--- src/rtl/core/cdf_pkg.sv ---
package cdf_pkg;

    // parser phases
    typedef enum logic [2:0] {
        PH_BASIC,
        PH_EXT_ONE,
        PH_EXT_LO,
        PH_EXT_HI,
        PH_MSGHDR,
        PH_EXTTS,
        PH_PAYLOAD,
        PH_CONT
    } phase_t;

    // result kinds
    typedef enum logic [1:0] {
        KIND_HEADER  = 2'd0,
        KIND_PAYLOAD = 2'd1,
        KIND_ERROR   = 2'd2
    } kind_t;

    // one channel table entry
    typedef struct packed {
        logic [23:0] ts;
        logic [23:0] len;
        logic [7:0]  mtype;
        logic [31:0] stream;
    } entry_t;

    // table write port
    typedef struct packed {
        logic       we;
        logic [5:0] addr;
        entry_t     data;
    } tbl_wr_t;

    // one result transfer
    typedef struct packed {
        kind_t       kind;
        logic [5:0]  channel;
        logic [23:0] timestamp;
        logic [14:0] length;
        logic [7:0]  msg_type;
        logic [31:0] msg_stream;
        logic [7:0]  payload_byte;
        logic        last;
    } result_t;

    localparam logic [15:0] CHUNK_SIZE_RESET = 16'd128;
    localparam logic [23:0] TS_EXTENDED      = 24'hFFFFFF;
    localparam logic [23:0] TYPE0_LEN        = 24'd4;
    localparam logic [1:0]  EXTTS_LAST       = 2'd3;
    localparam logic [5:0]  CH_EXT_ONE       = 6'd0;
    localparam logic [5:0]  CH_EXT_TWO       = 6'd1;

    // message header byte positions
    localparam logic [3:0] IDX_TS_END     = 4'd2;
    localparam logic [3:0] IDX_LEN_END    = 4'd5;
    localparam logic [3:0] IDX_TYPE_END   = 4'd6;
    localparam logic [3:0] IDX_LE_START   = 4'd7;
    localparam logic [3:0] IDX_STREAM_END = 4'd10;

    localparam logic [3:0] HDR_LEN_FMT0 = 4'd11;
    localparam logic [3:0] HDR_LEN_FMT1 = 4'd7;
    localparam logic [3:0] HDR_LEN_FMT2 = 4'd3;
    localparam logic [3:0] HDR_LEN_FMT3 = 4'd0;

    // message header length by header format
    function automatic logic [3:0] hdr_len(input logic [1:0] fmt);
        logic [3:0] n;
        unique case (fmt)
            2'd0: n = HDR_LEN_FMT0;
            2'd1: n = HDR_LEN_FMT1;
            2'd2: n = HDR_LEN_FMT2;
            2'd3: n = HDR_LEN_FMT3;
        endcase
        return n;
    endfunction

endpackage

--- src/rtl/core/cdf_parser.sv ---
module cdf_parser #(
    parameter int CHANNELS    = 64,
    parameter int MAX_MESSAGE = 32768
) (
    input  logic             aclk,
    input  logic             aresetn,
    input  logic [15:0]      chunk_size,
    input  logic             s_valid,
    output logic             s_ready,
    input  logic [7:0]       s_data_byte,
    output logic [5:0]       rd_addr,
    input  cdf_pkg::entry_t  rd_data,
    output cdf_pkg::tbl_wr_t wr,
    output cdf_pkg::result_t result,
    output logic             m_valid,
    input  logic             m_ready
);

    localparam logic [6:0]  CH_LIMIT  = 7'(CHANNELS);
    localparam logic [24:0] MSG_LIMIT = 25'(MAX_MESSAGE);

    // input stage
    logic       byte_valid_reg;
    logic [7:0] byte_reg;

    // parser state
    cdf_pkg::phase_t phase_reg, phase_next;
    logic [1:0]      fmt_reg, fmt_next;
    logic [5:0]      ch_reg, ch_next;
    logic [3:0]      hidx_reg, hidx_next;
    logic [31:0]     shift_reg, shift_next;
    logic [23:0]     rem_reg, rem_next;
    logic [15:0]     cnt_reg, cnt_next;
    logic [1:0]      skip_reg, skip_next;
    cdf_pkg::entry_t cur_reg, cur_next;

    // output register
    logic             m_valid_reg;
    cdf_pkg::result_t res_reg;
    cdf_pkg::result_t res;
    logic             emit;

    logic advance;
    logic out_ok;

    assign out_ok  = !m_valid_reg || m_ready;
    assign advance = byte_valid_reg && out_ok;
    assign s_ready = !byte_valid_reg || advance;

    // table read for the byte entering the stage, held while stalled
    assign rd_addr = (s_valid && s_ready) ? s_data_byte[5:0] : byte_reg[5:0];

    always_ff @(posedge aclk) begin
        if (!aresetn) begin
            byte_valid_reg <= 1'b0;
        end else if (s_ready) begin
            byte_valid_reg <= s_valid;
        end
        if (s_valid && s_ready) begin
            byte_reg <= s_data_byte;
        end
    end

    // next state and result
    always_comb begin
        logic        do_hdr_done;
        logic        do_emit;
        logic [1:0]  lane;
        logic [23:0] rem_hdr;
        logic [23:0] msg_len;

        phase_next  = phase_reg;
        fmt_next    = fmt_reg;
        ch_next     = ch_reg;
        hidx_next   = hidx_reg;
        shift_next  = shift_reg;
        rem_next    = rem_reg;
        cnt_next    = cnt_reg;
        skip_next   = skip_reg;
        cur_next    = cur_reg;
        res         = '0;
        emit        = 1'b0;
        wr          = '0;
        do_hdr_done = 1'b0;
        do_emit     = 1'b0;
        rem_hdr     = '0;
        lane        = 2'(hidx_reg - cdf_pkg::IDX_LE_START);
        msg_len     = (cur_reg.mtype != 8'd0) ? cur_reg.len : cdf_pkg::TYPE0_LEN;

        if (advance) begin
            unique case (phase_reg)
                cdf_pkg::PH_BASIC: begin
                    fmt_next = byte_reg[7:6];
                    ch_next  = byte_reg[5:0];
                    cur_next = rd_data;
                    if (byte_reg[5:0] == cdf_pkg::CH_EXT_ONE) begin
                        phase_next = cdf_pkg::PH_EXT_ONE;
                    end else if (byte_reg[5:0] == cdf_pkg::CH_EXT_TWO) begin
                        phase_next = cdf_pkg::PH_EXT_LO;
                    end else if ({1'b0, byte_reg[5:0]} >= CH_LIMIT) begin
                        emit       = 1'b1;
                        res.kind   = cdf_pkg::KIND_ERROR;
                        phase_next = cdf_pkg::PH_BASIC;
                    end else begin
                        hidx_next  = '0;
                        shift_next = '0;
                        if (cdf_pkg::hdr_len(byte_reg[7:6]) == 4'd0) begin
                            do_hdr_done = 1'b1;
                        end else begin
                            phase_next = cdf_pkg::PH_MSGHDR;
                        end
                    end
                end
                // extended ids are always beyond the table
                cdf_pkg::PH_EXT_ONE, cdf_pkg::PH_EXT_HI: begin
                    emit       = 1'b1;
                    res.kind   = cdf_pkg::KIND_ERROR;
                    phase_next = cdf_pkg::PH_BASIC;
                end
                cdf_pkg::PH_EXT_LO: begin
                    phase_next = cdf_pkg::PH_EXT_HI;
                end
                cdf_pkg::PH_MSGHDR: begin
                    if (hidx_reg < cdf_pkg::IDX_LE_START) begin
                        shift_next = {shift_reg[23:0], byte_reg};
                    end else begin
                        shift_next[8*lane +: 8] = shift_reg[8*lane +: 8] | byte_reg;
                    end
                    if (hidx_reg == cdf_pkg::IDX_TS_END) begin
                        cur_next.ts = shift_next[23:0];
                        shift_next  = '0;
                        wr.we       = 1'b1;
                    end else if (hidx_reg == cdf_pkg::IDX_LEN_END) begin
                        cur_next.len = shift_next[23:0];
                        shift_next   = '0;
                        wr.we        = 1'b1;
                    end else if (hidx_reg == cdf_pkg::IDX_TYPE_END) begin
                        cur_next.mtype = shift_next[7:0];
                        shift_next     = '0;
                        wr.we          = 1'b1;
                    end else if (hidx_reg == cdf_pkg::IDX_STREAM_END) begin
                        cur_next.stream = shift_next;
                        shift_next      = '0;
                        wr.we           = 1'b1;
                    end
                    hidx_next = hidx_reg + 4'd1;
                    if (hidx_next >= cdf_pkg::hdr_len(fmt_reg)) begin
                        do_hdr_done = 1'b1;
                    end
                end
                cdf_pkg::PH_EXTTS: begin
                    if (skip_reg >= cdf_pkg::EXTTS_LAST) begin
                        do_emit = 1'b1;
                    end else begin
                        skip_next = skip_reg + 2'd1;
                    end
                end
                cdf_pkg::PH_PAYLOAD: begin
                    rem_next          = rem_reg - 24'd1;
                    cnt_next          = cnt_reg + 16'd1;
                    emit              = 1'b1;
                    res.kind          = cdf_pkg::KIND_PAYLOAD;
                    res.channel       = ch_reg;
                    res.timestamp     = cur_reg.ts;
                    res.length        = msg_len[14:0];
                    res.msg_type      = cur_reg.mtype;
                    res.msg_stream    = cur_reg.stream;
                    res.payload_byte  = byte_reg;
                    if (rem_next == 24'd0) begin
                        phase_next = cdf_pkg::PH_BASIC;
                        cnt_next   = '0;
                        res.last   = 1'b1;
                    end else if (cur_reg.mtype != 8'd0 && cnt_next >= chunk_size) begin
                        cnt_next   = '0;
                        phase_next = cdf_pkg::PH_CONT;
                    end
                end
                cdf_pkg::PH_CONT: begin
                    phase_next = cdf_pkg::PH_PAYLOAD;
                end
            endcase

            // header complete: size check, extended timestamp, then header result
            if (do_hdr_done) begin
                if ({1'b0, cur_next.len} >= MSG_LIMIT) begin
                    emit           = 1'b1;
                    res.kind       = cdf_pkg::KIND_ERROR;
                    res.channel    = ch_next;
                    res.timestamp  = cur_next.ts;
                    res.msg_type   = cur_next.mtype;
                    res.msg_stream = cur_next.stream;
                    phase_next     = cdf_pkg::PH_BASIC;
                end else if (cur_next.ts == cdf_pkg::TS_EXTENDED) begin
                    skip_next  = '0;
                    phase_next = cdf_pkg::PH_EXTTS;
                end else begin
                    do_emit = 1'b1;
                end
            end

            if (do_emit) begin
                rem_hdr        = (cur_next.mtype != 8'd0) ? cur_next.len
                                                          : cdf_pkg::TYPE0_LEN;
                rem_next       = rem_hdr;
                cnt_next       = '0;
                emit           = 1'b1;
                res.kind       = cdf_pkg::KIND_HEADER;
                res.channel    = ch_next;
                res.timestamp  = cur_next.ts;
                res.length     = rem_hdr[14:0];
                res.msg_type   = cur_next.mtype;
                res.msg_stream = cur_next.stream;
                res.last       = (rem_hdr == 24'd0);
                phase_next     = (rem_hdr != 24'd0) ? cdf_pkg::PH_PAYLOAD
                                                    : cdf_pkg::PH_BASIC;
            end
        end

        wr.addr = ch_reg;
        wr.data = cur_next;
    end

    // state registers
    always_ff @(posedge aclk) begin
        if (!aresetn) begin
            phase_reg <= cdf_pkg::PH_BASIC;
            hidx_reg  <= '0;
            rem_reg   <= '0;
            cnt_reg   <= '0;
            skip_reg  <= '0;
        end else begin
            phase_reg <= phase_next;
            hidx_reg  <= hidx_next;
            rem_reg   <= rem_next;
            cnt_reg   <= cnt_next;
            skip_reg  <= skip_next;
        end
        fmt_reg   <= fmt_next;
        ch_reg    <= ch_next;
        shift_reg <= shift_next;
        cur_reg   <= cur_next;
    end

    // result register
    always_ff @(posedge aclk) begin
        if (!aresetn) begin
            m_valid_reg <= 1'b0;
        end else if (advance && emit) begin
            m_valid_reg <= 1'b1;
        end else if (m_ready) begin
            m_valid_reg <= 1'b0;
        end
        if (advance && emit) begin
            res_reg <= res;
        end
    end

    assign m_valid = m_valid_reg;
    assign result  = res_reg;

    // table is written only while merging a message header
    a_wr_in_msghdr: assert property (@(posedge aclk) disable iff (!aresetn)
        wr.we |-> (phase_reg == cdf_pkg::PH_MSGHDR) && advance)
        else $error("table write outside message header");

    // payload phase always has bytes left
    a_payload_rem: assert property (@(posedge aclk) disable iff (!aresetn)
        (phase_reg == cdf_pkg::PH_PAYLOAD) |-> (rem_reg != 24'd0))
        else $error("payload phase with nothing remaining");

    // error results never mark the end of a message
    a_err_not_last: assert property (@(posedge aclk) disable iff (!aresetn)
        (m_valid_reg && res_reg.kind == cdf_pkg::KIND_ERROR) |-> !res_reg.last)
        else $error("error result with last set");

    // a stalled byte stays in the stage
    a_byte_hold: assert property (@(posedge aclk) disable iff (!aresetn)
        (byte_valid_reg && !advance) |=> byte_valid_reg && $stable(byte_reg))
        else $error("stalled byte lost");

endmodule

--- config.mk ---
export PLATFORM = sky130hd
export DESIGN_NAME = cdf_parser
export DESIGN_NICKNAME = d
export VERILOG_FILES = /design/src/rtl/core/cdf_pkg.sv /design/src/rtl/core/cdf_parser.sv
export SDC_FILE = /design/constraint.sdc
export NUM_CORES = 1
export LEC_CHECK = 0
export BUFFER_PORTS_ARGS = -buffer_cell sky130_fd_sc_hd__buf_2
export CORE_UTILIZATION = 30
export DETAILED_ROUTE_END_ITERATION = 7
export GPL_TIMING_DRIVEN = 0
export PLACE_DENSITY = 0.61
export SLEW_MARGIN = 20
export SYNTH_ARGS = -nofsm -noshare
export SYNTH_HDL_FRONTEND = slang
export SYNTH_SLANG_ARGS = --single-unit
--- constraint.sdc ---
create_clock -name aclk -period 17.6 [get_ports aclk]
set_input_delay 3.52 -clock aclk [delete_from_list [all_inputs] [get_ports aclk]]
set_output_delay 3.52 -clock aclk [all_outputs]
set_load 0.01 [all_outputs]
==> results.json <==
{
  "tritoncts": "yes",
  "postSynth.asyncResetShare_pct": 0,
  "ys_ff_latch": 283,
  "ctsHoldBuffers": 0,
  "wire_per_inst_um": 26.28,
  "start_util_pct": 30.50,
  "dr.pass1.iters": 8,
  "rsz0062_at_grt": "false",
  "cts_sinks": 283,
  "hp-class": "flop to flop",
  "antenna_found_initial": 1,
  "synthTopCellsByCount": "nand2_1, a21oi_1, edfxtp_1, o22ai_1, dfxtp_1",
  "power.density_mw_per_mm2": 105.6,
  "start_kind": "input pin",
  "io_buffers": 314,
  "largest_register_ffs": 96,
  "cts_setup_buffers": 0,
  "gp_congestion": 1.005,
  "place_hpwl_mm": 58.04,
  "setup_slack_ps": 7590,
  "cp.arrival_ps": 6490,
  "worstHoldStart": "cur_reg[23]",
  "violations": "design-rule violations",
  "grt_pass1_wl_mm": 108.2,
  "diodes": 0,
  "synth_nets": 1971,
  "clock_latency_ps": 570,
  "p_leak_nw": 7.926,
  "finClkSkew_ps": 33.83,
  "synth_cell_type_count": 90,
  "relSlewSlack_pct": 22.06,
  "drt_iter0_drc": 2428,
  "numCtsBuffers": 35,
  "cts_root_buf": "clkbuf_16",
  "nFillCells": 5406,
  "hold_viol": 0,
  "yosysWarnings": 0,
  "syn_area_mm2": 0.01612,
  "setup.worst_path.class": "input pin to output port",
  "grt_overflow_total": 0,
  "grt_max_degree": 40,
  "drt-total-wl_mm": 76.10,
  "routed-via-count": 17450,
  "grt_usage_pct": 26.97,
  "synth-edff-count": 144,
  "required_ps": 14080,
  "fmax_mhz": 99.90,
  "synth_top_area_share_pct": 26.82,
  "io_pins": 315,
  "drt-vias-per-instance": 6.024,
  "worstPathMaxFanout": 10,
  "finalMaxSlewViolations": 0,
  "setup_violations": 0,
  "ctsResizeCount": 0,
  "die_h_um": 233.8,
  "cp-startpoint": "m_ready",
  "synth.most_common_cell": "nand2_1",
  "grt_pass1_vias": 16300,
  "cap_violations": 0,
  "r2r-start": "hidx_reg[0]",
  "dieWidth_um": 233.8,
  "synth_area_leader_cell": "edfxtp_1",
  "drtAntennaViolNets": 0,
  "rows": 84,
  "fin_nets": 2326,
  "setup_tns_ps": 0,
  "dieArea_mm2": 0.05467,
  "synth_cells": 1827,
  "yosysSeqAreaShare_pct": 44.08,
  "clk_pin_slew_ps": 60,
  "worstMarginPinSlew_ps": 1169,
  "min_period_over_period_pct": 56.87,
  "h-tree-depth": 2,
  "synth.area.top_cells": "edfxtp_1, dfxtp_1, nand2_1, o22ai_1, a21oi_1",
  "cp-end-kind": "output port",
  "peakVddDrop_uv": 52.16,
  "clk_path_buf_depth": 3,
  "ys.flop_type": "edfxtp_1",
  "drive_gt1_share_pct": 20.74,
  "area_growth_pct": 23.21,
  "syn_avg_cell_area_um2": 8.824,
  "remaining_drc_errors": 22,
  "dp_slack_ps": 7727,
  "coreArea_mm2": 0.05287,
  "period_needed_ps": 10010,
  "status": "finished with violations"
}
[power breakdown]
group	switching, mW	internal [mW]	total (mW)
Sequential	0.0795	0.765	0.845
Clock	0.311	0.467	0.778
Combinational	0.302	0.173	0.475
[metal layers]
layer  part of all wire, %  vias to the layer above  routed length, um  global-route usage, %
li1                      -                     7684                  -                      -
met1                    41                     8426              30920                  35.26
met2                    46                     1120              34720                  43.33
met3                   8.8                      213               6716                  4.694
met4                   4.9                        2               3723                  12.20
met5                 0.026                        -                 20                      0
[metrics by stage]
stage / util (%) / area [um^2] / hold slack, ps / cells / power [mW]
6_report: 37.57 / 19860 / 496.9 / 2896 / 2.098
5_1_grt: 37.57 / 19860 / 509.3 / 2896 / 2.172
4_1_cts: 37.57 / 19860 / 495.4 / 2896 / 2.094
3_5_place_dp: 35.26 / 18640 / 484.6 / 2833 / 1.315
3_3_place_gp: 35.10 / 18550 / 478.8 / 2829 / 1.310
2_1_floorplan: - / 16120 / 424.4 / 1827 / 1.102
[cells in the final DEF, fill, tap and decap left out, types with 24 or more instances in the layout]
cell type / n
o21ai_0: 130
o22ai_1: 141
nand2_1: 243
clkbuf_16: 37
a21oi_1: 165
nor3_1: 29
inv_1: 46
buf_2: 335
edfxtp_1: 144
dfxtp_1: 139
nor2_1: 104
clkbuf_1: 103
nand3_1: 26
mux2i_1: 24
ha_1: 28
[layout make-up]
type / instances / area, um^2 / area share [%]
Sequential cell: 283 / 7107 / 35.78
Clock buffer: 42 / 964.7 / 4.856
Tap cell: 688 / 860.8 / 4.334
Clock inverter: 21 / 252.7 / 1.272
Inverter: 47 / 176.4 / 0.8881
Buffer: 139 / 574.3 / 2.891
Timing Repair Buffer: 318 / 1627 / 8.188
Multi-Input combinational cell: 1358 / 8302 / 41.79
[worst max-delay path, cell delays in order]
cell      delay [ps]
buf_2             80
nand2b_1         130
nand2_1          250
inv_1            180
clkbuf_1         440
nand2_1          530
clkbuf_1         470
o21ai_0          610
buf_2            240
[cells by family after synthesis]
group | Yosys count | share of synthesized area (%)
buffers and inverters | 186 | 4.657
and+or+nand+nor | 566 | 16.99
AOI/OAI and AO/OA | 696 | 27.99
xor gates and xnor gates | 29 | 1.575
adders and majority gates | 28 | 2.173
muxes | 39 | 2.538
DFF | 283 | 44.08
[worst paths after layout]
kind	end	slack, ps	depth (start not counted)
setup reg to reg	result[87]	10890	14
hold / removal	cur_reg[23]	500	2
setup / recovery	wr[57]	7590	9
hold reg to reg	cur_reg[23]	500	2
(Power assumes the default switching activity.)
